<file path="src/hdl/evsd_pkg.sv">
// ----------------------------------------------------------------------------
// evsd_pkg
// Shared widths, register map, reset values and stage types for the encoder
// velocity and stall detect block.
// ----------------------------------------------------------------------------
package evsd_pkg;

	// field and register widths
	localparam int COUNT_W   = 16;
	localparam int COUNT_BITS = 16;
	localparam int GAIN_W    = 16;
	localparam int THR_W     = 32;
	localparam int LIMIT_W   = 8;
	localparam int MAG_W     = 32;
	localparam int VEL_W     = MAG_W + 1;
	localparam int PROD_W    = (COUNT_BITS + GAIN_W > MAG_W) ? COUNT_BITS + GAIN_W : MAG_W;

	// APB map
	localparam int ADDR_W    = 4;
	localparam int DATA_W    = 32;

	localparam logic [1:0] REG_GAIN      = 2'd0;
	localparam logic [1:0] REG_THRESHOLD = 2'd1;
	localparam logic [1:0] REG_LIMIT     = 2'd2;

	localparam logic [GAIN_W-1:0]  GAIN_RST      = GAIN_W'(256);
	localparam logic [THR_W-1:0]   THRESHOLD_RST = THR_W'(26);
	localparam logic [LIMIT_W-1:0] LIMIT_RST     = LIMIT_W'(15);

	// largest Q24.8 product magnitude; a larger product clamps here
	localparam logic [MAG_W-1:0] VEL_MAG_MAX = 32'hFFFE_0001;

	typedef struct packed {
		logic [GAIN_W-1:0]  gain;
		logic [THR_W-1:0]   threshold;
		logic [LIMIT_W-1:0] limit;
	} cfg_t;

	typedef struct packed {
		logic [COUNT_BITS-1:0] diff;
		logic                  down;
	} diff_t;

	typedef struct packed {
		logic [MAG_W-1:0] mag;
		logic             down;
	} mag_t;

endpackage

</file>
<file path="src/hdl/encoder_velocity_stall_detect_core.sv">
// ----------------------------------------------------------------------------
// encoder_velocity_stall_detect_core
// Encoder velocity in signed Q25.8 from periodic counter samples, with stall flag.
// ----------------------------------------------------------------------------
// Each input request carries one counter sample (count, counting_down). The
// block returns one result request per sample: the signed Q25.8 velocity
// (difference times gain, positive when counting down) and the sticky
// stalled flag after that sample.
// Both channels use valid/stall; a request moves when valid is high and stall
// is low. The user must write gain, threshold and stall limit through the APB
// port only while no sample is in flight (not enforced); pready is always high.
// The path is three registers deep (difference, multiply/clamp, sign and run
// update); a taken sample passes through them in that order to the output.
// One sample is taken per cycle while in_stall is low; the single 16x16
// multiply in the middle stage sets the cycle time.
// When out_stall is high the result register holds, and stages fill up
// behind it; in_stall rises only once all three stages are occupied.
// Reset clears the previous count, the run counter and the stall flag, and
// loads the register defaults (gain 256, threshold 26, limit 15).
// ----------------------------------------------------------------------------
module encoder_velocity_stall_detect_core import evsd_pkg::*; (
	input  logic                    clk,
	input  logic                    arst_n,
	input  logic                    psel,
	input  logic                    penable,
	input  logic                    pwrite,
	input  logic [ADDR_W-1:0]       paddr,
	input  logic [DATA_W-1:0]       pwdata,
	output logic [DATA_W-1:0]       prdata,
	output logic                    pready,
	input  logic                    in_valid,
	output logic                    in_stall,
	input  logic [COUNT_W-1:0]      count,
	input  logic                    counting_down,
	output logic                    out_valid,
	input  logic                    out_stall,
	output logic signed [VEL_W-1:0] velocity,
	output logic                    stalled
);

	cfg_t  cfg;
	logic  s1_valid;
	logic  s1_stall;
	diff_t s1_data;
	logic  s2_valid;
	logic  s2_stall;
	mag_t  s2_data;

	evsd_regs u_regs (
		.clk     (clk),
		.arst_n  (arst_n),
		.psel    (psel),
		.penable (penable),
		.pwrite  (pwrite),
		.paddr   (paddr),
		.pwdata  (pwdata),
		.prdata  (prdata),
		.pready  (pready),
		.cfg     (cfg)
	);

	evsd_diff u_diff (
		.clk           (clk),
		.arst_n        (arst_n),
		.up_valid      (in_valid),
		.up_stall      (in_stall),
		.count         (count),
		.counting_down (counting_down),
		.dn_valid      (s1_valid),
		.dn_stall      (s1_stall),
		.dn_data       (s1_data)
	);

	evsd_scale u_scale (
		.clk      (clk),
		.arst_n   (arst_n),
		.cfg      (cfg),
		.up_valid (s1_valid),
		.up_stall (s1_stall),
		.up_data  (s1_data),
		.dn_valid (s2_valid),
		.dn_stall (s2_stall),
		.dn_data  (s2_data)
	);

	evsd_stall u_stall (
		.clk      (clk),
		.arst_n   (arst_n),
		.cfg      (cfg),
		.up_valid (s2_valid),
		.up_stall (s2_stall),
		.up_data  (s2_data),
		.dn_valid (out_valid),
		.dn_stall (out_stall),
		.velocity (velocity),
		.stalled  (stalled)
	);

endmodule

</file>
<file path="src/hdl/evsd_regs.sv">
// ----------------------------------------------------------------------------
// evsd_regs
// APB register file: velocity gain, low speed threshold, stall limit.
// ----------------------------------------------------------------------------
module evsd_regs import evsd_pkg::*; (
	input  logic              clk,
	input  logic              arst_n,
	input  logic              psel,
	input  logic              penable,
	input  logic              pwrite,
	input  logic [ADDR_W-1:0] paddr,
	input  logic [DATA_W-1:0] pwdata,
	output logic [DATA_W-1:0] prdata,
	output logic              pready,
	output cfg_t              cfg
);

	logic [GAIN_W-1:0]  gain_q;
	logic [THR_W-1:0]   threshold_q;
	logic [LIMIT_W-1:0] limit_q;
	logic               wr_en;
	logic [1:0]         reg_idx;

	assign pready  = 1'b1;
	assign wr_en   = psel && penable && pwrite && pready;
	assign reg_idx = paddr[ADDR_W-1:2];

	always_ff @(posedge clk or negedge arst_n) begin
		if (!arst_n) begin
			gain_q      <= GAIN_RST;
			threshold_q <= THRESHOLD_RST;
			limit_q     <= LIMIT_RST;
		end else if (wr_en) begin
			case (reg_idx)
				REG_GAIN:      gain_q      <= pwdata[GAIN_W-1:0];
				REG_THRESHOLD: threshold_q <= pwdata[THR_W-1:0];
				REG_LIMIT:     limit_q     <= pwdata[LIMIT_W-1:0];
				default: ;
			endcase
		end
	end

	always_comb begin
		case (reg_idx)
			REG_GAIN:      prdata = DATA_W'(gain_q);
			REG_THRESHOLD: prdata = DATA_W'(threshold_q);
			REG_LIMIT:     prdata = DATA_W'(limit_q);
			default:       prdata = '0;
		endcase
	end

	assign cfg.gain      = gain_q;
	assign cfg.threshold = threshold_q;
	assign cfg.limit     = limit_q;

endmodule

</file>
<file path="src/hdl/evsd_diff.sv">
// ----------------------------------------------------------------------------
// evsd_diff
// First stage: keeps the previous count and forms the tick difference modulo
// the counter width in the direction of counting.
// ----------------------------------------------------------------------------
module evsd_diff import evsd_pkg::*; (
	input  logic               clk,
	input  logic               arst_n,
	input  logic               up_valid,
	output logic               up_stall,
	input  logic [COUNT_W-1:0] count,
	input  logic               counting_down,
	output logic               dn_valid,
	input  logic               dn_stall,
	output diff_t              dn_data
);

	logic                  valid_s1;
	diff_t                 data_s1;
	logic [COUNT_BITS-1:0] prev_q;
	logic [COUNT_BITS-1:0] cur;
	logic                  load;

	assign cur      = COUNT_BITS'(count);
	assign up_stall = valid_s1 && dn_stall;
	assign load     = up_valid && !up_stall;

	always_ff @(posedge clk or negedge arst_n) begin
		if (!arst_n) begin
			valid_s1 <= 1'b0;
			prev_q   <= '0;
		end else begin
			if (!up_stall)
				valid_s1 <= up_valid;
			if (load)
				prev_q <= cur;
		end
	end

	always_ff @(posedge clk) begin
		if (load) begin
			data_s1.down <= counting_down;
			data_s1.diff <= counting_down ? (prev_q - cur) : (cur - prev_q);
		end
	end

	assign dn_valid = valid_s1;
	assign dn_data  = data_s1;

endmodule

</file>
<file path="src/hdl/evsd_scale.sv">
// ----------------------------------------------------------------------------
// evsd_scale
// Second stage: multiplies the tick difference by the Q8.8 gain and clamps
// the magnitude.
// ----------------------------------------------------------------------------
module evsd_scale import evsd_pkg::*; (
	input  logic  clk,
	input  logic  arst_n,
	input  cfg_t  cfg,
	input  logic  up_valid,
	output logic  up_stall,
	input  diff_t up_data,
	output logic  dn_valid,
	input  logic  dn_stall,
	output mag_t  dn_data
);

	logic              valid_s2;
	mag_t              data_s2;
	logic [PROD_W-1:0] prod;
	logic [MAG_W-1:0]  mag;
	logic              load;

	assign up_stall = valid_s2 && dn_stall;
	assign load     = up_valid && !up_stall;

	assign prod = PROD_W'(up_data.diff) * PROD_W'(cfg.gain);
	assign mag  = (prod > PROD_W'(VEL_MAG_MAX)) ? VEL_MAG_MAX : prod[MAG_W-1:0];

	always_ff @(posedge clk or negedge arst_n) begin
		if (!arst_n)
			valid_s2 <= 1'b0;
		else if (!up_stall)
			valid_s2 <= up_valid;
	end

	always_ff @(posedge clk) begin
		if (load) begin
			data_s2.mag  <= mag;
			data_s2.down <= up_data.down;
		end
	end

	assign dn_valid = valid_s2;
	assign dn_data  = data_s2;

endmodule

</file>
<file path="src/hdl/evsd_stall.sv">
// ----------------------------------------------------------------------------
// evsd_stall
// Output stage: applies the sign, counts the low speed run and holds the
// sticky stall flag. Its result register drives the output channel.
// ----------------------------------------------------------------------------
module evsd_stall import evsd_pkg::*; (
	input  logic                    clk,
	input  logic                    arst_n,
	input  cfg_t                    cfg,
	input  logic                    up_valid,
	output logic                    up_stall,
	input  mag_t                    up_data,
	output logic                    dn_valid,
	input  logic                    dn_stall,
	output logic signed [VEL_W-1:0] velocity,
	output logic                    stalled
);

	logic                    valid_s3;
	logic signed [VEL_W-1:0] velocity_s3;
	logic                    stalled_s3;
	logic [LIMIT_W-1:0]      run_q;
	logic                    flag_q;
	logic [LIMIT_W-1:0]      run_inc;
	logic                    low;
	logic                    hit;
	logic [VEL_W-1:0]        mag_ext;
	logic                    load;

	assign up_stall = valid_s3 && dn_stall;
	assign load     = up_valid && !up_stall;

	assign low     = up_data.mag < cfg.threshold;
	assign run_inc = run_q + LIMIT_W'(1);
	assign hit     = low && (run_inc == cfg.limit);
	assign mag_ext = VEL_W'(up_data.mag);

	always_ff @(posedge clk or negedge arst_n) begin
		if (!arst_n) begin
			valid_s3 <= 1'b0;
			run_q    <= '0;
			flag_q   <= 1'b0;
		end else begin
			if (!up_stall)
				valid_s3 <= up_valid;
			if (load) begin
				// restart the run on a stall or on any fast sample
				if (hit || !low)
					run_q <= '0;
				else
					run_q <= run_inc;
				if (hit)
					flag_q <= 1'b1;
			end
		end
	end

	always_ff @(posedge clk) begin
		if (load) begin
			velocity_s3 <= up_data.down ? signed'(mag_ext) : signed'(-mag_ext);
			stalled_s3  <= flag_q || hit;
		end
	end

	assign dn_valid = valid_s3;
	assign velocity = velocity_s3;
	assign stalled  = stalled_s3;

	a_flag_sticky: assert property (@(posedge clk) disable iff (!arst_n)
		flag_q |=> flag_q)
		else $error("stall flag cleared without reset");

	a_out_flag: assert property (@(posedge clk) disable iff (!arst_n)
		valid_s3 |-> (stalled_s3 == flag_q))
		else $error("reported stall disagrees with stall flag");

	a_fast_clears_run: assert property (@(posedge clk) disable iff (!arst_n)
		(load && !low) |=> (run_q == '0))
		else $error("low speed run kept after a fast sample");

	a_hit_sets_flag: assert property (@(posedge clk) disable iff (!arst_n)
		(load && hit) |=> (flag_q && run_q == '0))
		else $error("stall not declared at limit");

endmodule

</file>
<file path="config.mk">
export PLATFORM = sky130hd
export DESIGN_NAME = encoder_velocity_stall_detect_core
export DESIGN_NICKNAME = d
export VERILOG_FILES = /design/src/hdl/evsd_pkg.sv /design/src/hdl/encoder_velocity_stall_detect_core.sv /design/src/hdl/evsd_regs.sv /design/src/hdl/evsd_diff.sv /design/src/hdl/evsd_scale.sv /design/src/hdl/evsd_stall.sv
export SDC_FILE = /design/constraint.sdc
export NUM_CORES = 1
export LEC_CHECK = 0
export BUFFER_PORTS_ARGS = -buffer_cell sky130_fd_sc_hd__buf_2
export CAP_MARGIN = 20
export CORE_UTILIZATION = 37
export DETAILED_ROUTE_END_ITERATION = 6
export GPL_TIMING_DRIVEN = 1
export HOLD_SLACK_MARGIN = 0.05
export SYNTH_ARGS = -nofsm -noshare
export SYNTH_HDL_FRONTEND = slang
export SYNTH_SLANG_ARGS = --single-unit
</file>
<file path="constraint.sdc">
create_clock -name clk -period 20.8 [get_ports clk]
set_input_delay 6.24 -clock clk [delete_from_list [all_inputs] [get_ports clk]]
set_output_delay 6.24 -clock clk [all_outputs]
set_load 0.05 [all_outputs]
</file>
==> qor.yml <==
outcome: "finished, final reports clean"
synthArstFlopShare_pct: 50.0
period_share_pct: 67.6
synth_ff_type: "edfxtp_1"
crit_arrival_ns: 7.82
drc: 0
hold_viol: 0
clk_pin_slew_ns: 0.07
drtAntennaViolNets: 0
critPathLaunchType: "primary input"
cts.sinks: 168
slowest_stage: "nor2b_1"
gp_congestion: 0.876
path_class: "in -> out"
crit_fanout: 20
antenna_found_initial: 1
clock_tree.root_cell: "clkbuf_16"
synth_enable_flop_cells: 84
initial_core_util_pct: 37.6
design.portCount: 129
core_area_um2: 47800
num_vias: 13300
hold_path.class: "reg -> reg"
die_x_um: 222
seq_area_frac_synth_pct: 25.8
insertion_delay_ns: 0.47
synth_xor_area_share_pct: 4.09
post-route-min-period_ns: 14.06
cts-buffers-inserted: 17
synth_top_family_by_area: "adder cells"
synthMuxAreaShare_pct: 3.33
fmax_mhz: 71.1
drtPass1Iterations: 5
drive_above_1_share_pct: 11.3
grt_pass1_wl_um: 73000
crit_start: "paddr[2]"
syn-instance-count: 1905
synth_nets: 2328
synthAdderAreaFrac_pct: 33.4
slew_headroom_pct: 35.5
worstReg2RegStart: "u_diff.dn_data[6]"
synth_warnings: 0
drv_cap: 0
vias_per_cell: 5.09
grt_pass1_vias: 14100
port_buffers: 125
drt_wl_total_um: 43600
synth_compound_area_share_pct: 8.92
synth_cell_types: 76
skew_ns: 0.0130
cts_buffer_depth: 2
setup_viol: 0
synth_area_um2: 18000
min-delay-start: "u_diff.dn_valid"
grt_remaining_overflow: 0
finalNetCount: 2402
die_h_um: 222
postCtsHoldBufs: 0
final_cell_mix: "330 x inv_1, 251 x nand2_1, 196 x fa_1, 167 x ha_1, 127 x and2_1"
setup_tns_ns: 0
cp-end-kind: "primary output"
fp.dieArea_um2: 49500
worst-path-buf-inv: 3
grt_use_total_pct: 18.7
path_cells: "buf_2, nor2b_1, buf_4, nand2_1, o21ai_0, buf_2"
num_rows: 80
ctsHtreeMaxLevel: 4
crit_family: "buffers and inverters"
cts_tree: "done"
worst_pin_slew_ns: 0.968
drt_iter0_drc: 764
crit_top_cell: "buf_2"
wl_per_cell_um: 16.7
layout_commonest_cell: "inv_1"
rsz0062_at_grt: "false"
areaGrowthSynthToFinish_pct: 9.83
nFillCells: 4711
ys_ff_latch: 168
place_hpwl_um: 34100
cts.repair.resized: 0
critical_path_required_ns: 14.56
crit_path_max_incr_delay_ns: 0.43
synth-simple-area-share_pct: 15.7
post_cts_buffers: 0
avgSynthCellArea_um2: 9.44
drv_slew: 0
grt_max_degree: 65
-- worst register-to-register path: stages, from the launching register on --
cell	delay [ns]
edfxtp_1	0.76
and2_1	0.35
fa_1	0.53
inv_1	0.05
fa_1	0.56
fa_1	0.45
fa_1	0.50
inv_1	0.06
fa_1	0.53
inv_1	0.05
fa_1	0.53
inv_1	0.04
ha_1	0.44
a21oi_1	0.31
o21ai_1	0.14
a211oi_1	0.45
o21ai_1	0.19
o22ai_1	0.22
xnor2_1	0.24
o2111a_1	0.27
and4_1	0.78
nor2b_1	0.12
-- stage by stage --
step	instances	setup WS [ns]	instance area, um2	util, %	hold slack [ns]
floorplan	1905	6.40	18000	-	0.400
global placement	2573	6.79	19100	40.0	0.460
detailed placement	2573	6.77	19100	40.0	0.471
CTS	2605	6.76	19700	41.2	0.487
global route	2607	6.62	19800	41.3	0.518
finish	2608	6.74	19800	41.3	0.481
-- area by class of cell --
class / instances / area [um2] / area share, %
Multi-Input combinational cell: 1327 / 11800 / 59.7
Clock buffer: 19 / 433 / 2.19
Antenna cell: 1 / 2.50 / 0.0127
Sequential cell: 168 / 4630 / 23.5
Timing Repair Buffer: 135 / 743 / 3.76
Tap cell: 615 / 769 / 3.90
Inverter: 330 / 1240 / 6.27
Clock inverter: 13 / 144 / 0.728
-- worst paths after layout --
kind | to | slack (ns) | depth (start not counted)
setup / recovery | prdata[7] | 6.74 | 6
hold / removal | u_scale.dn_valid | 0.48 | 1
setup reg to reg | u_scale.dn_data[3] | 12.95 | 21
hold reg to reg | u_scale.dn_valid | 0.48 | 1
max in group asynchronous | u_regs.threshold_q[18] | 13.84 | 2
min in group asynchronous | u_regs.threshold_q[21] | 5.69 | 1
-- state kept, by name, summed over array words and instances (netlist names) --
signal / flops
u_regs.limit_q: 8
u_stall.velocity: 33
u_stall.stalled: 1
u_diff.dn_data: 17
u_diff.dn_valid: 1
u_regs.gain_q: 16
u_stall.dn_valid: 1
u_scale.dn_data: 33
u_stall.flag_q: 1
u_stall.run_q: 8
u_scale.dn_valid: 1
u_diff.prev_q: 16
u_regs.threshold_q: 32
-- layer usage --
metal	part of all wire (%)	global-route usage [%]	vias to the layer above
met3	5.1	3.53	54
met5	0	0	-
met1	44	23.6	6582
met2	49	32.5	347
met4	1.7	5.05	0
li1	-	-	6289
-- cells in the mapped netlist, drive strengths merged, types with 7 or more instances --
master | number | share of area, %
dfstp | 8 | 1.2
o21bai | 7 | 0.29
clkbuf | 71 | 1.5
a31oi | 13 | 0.45
o21a | 9 | 0.38
nand4 | 15 | 0.52
edfxtp | 84 | 14
nand3 | 22 | 0.64
ha | 167 | 12
inv | 330 | 6.9
a21o | 30 | 1.3
a21oi | 59 | 1.7
xnor2 | 34 | 1.7
buf | 9 | 0.38
fa | 196 | 22
nand2b | 8 | 0.28
xor2 | 50 | 2.4
nor4 | 8 | 0.35
and2 | 128 | 4.5
o21ai | 84 | 2.3
mux2i | 25 | 1.4
nor2 | 62 | 1.4
nand2 | 251 | 5.2
nor3 | 26 | 0.85
dfrtp | 76 | 11
nor2b | 20 | 0.70
and3 | 8 | 0.31
mux2 | 31 | 1.9
-- logic make-up after synthesis --
family / after synthesis
other: 1
AOI/OAI and AO/OA: 254
xor gates and xnor gates: 84
buffers and inverters: 410
muxes: 56
and+or+nand+nor: 569
adders and majority gates: 363
DFF: 168
Power is not shown: default switching activity piles up to over one toggle a cycle in this logic, so the estimate is an artifact.
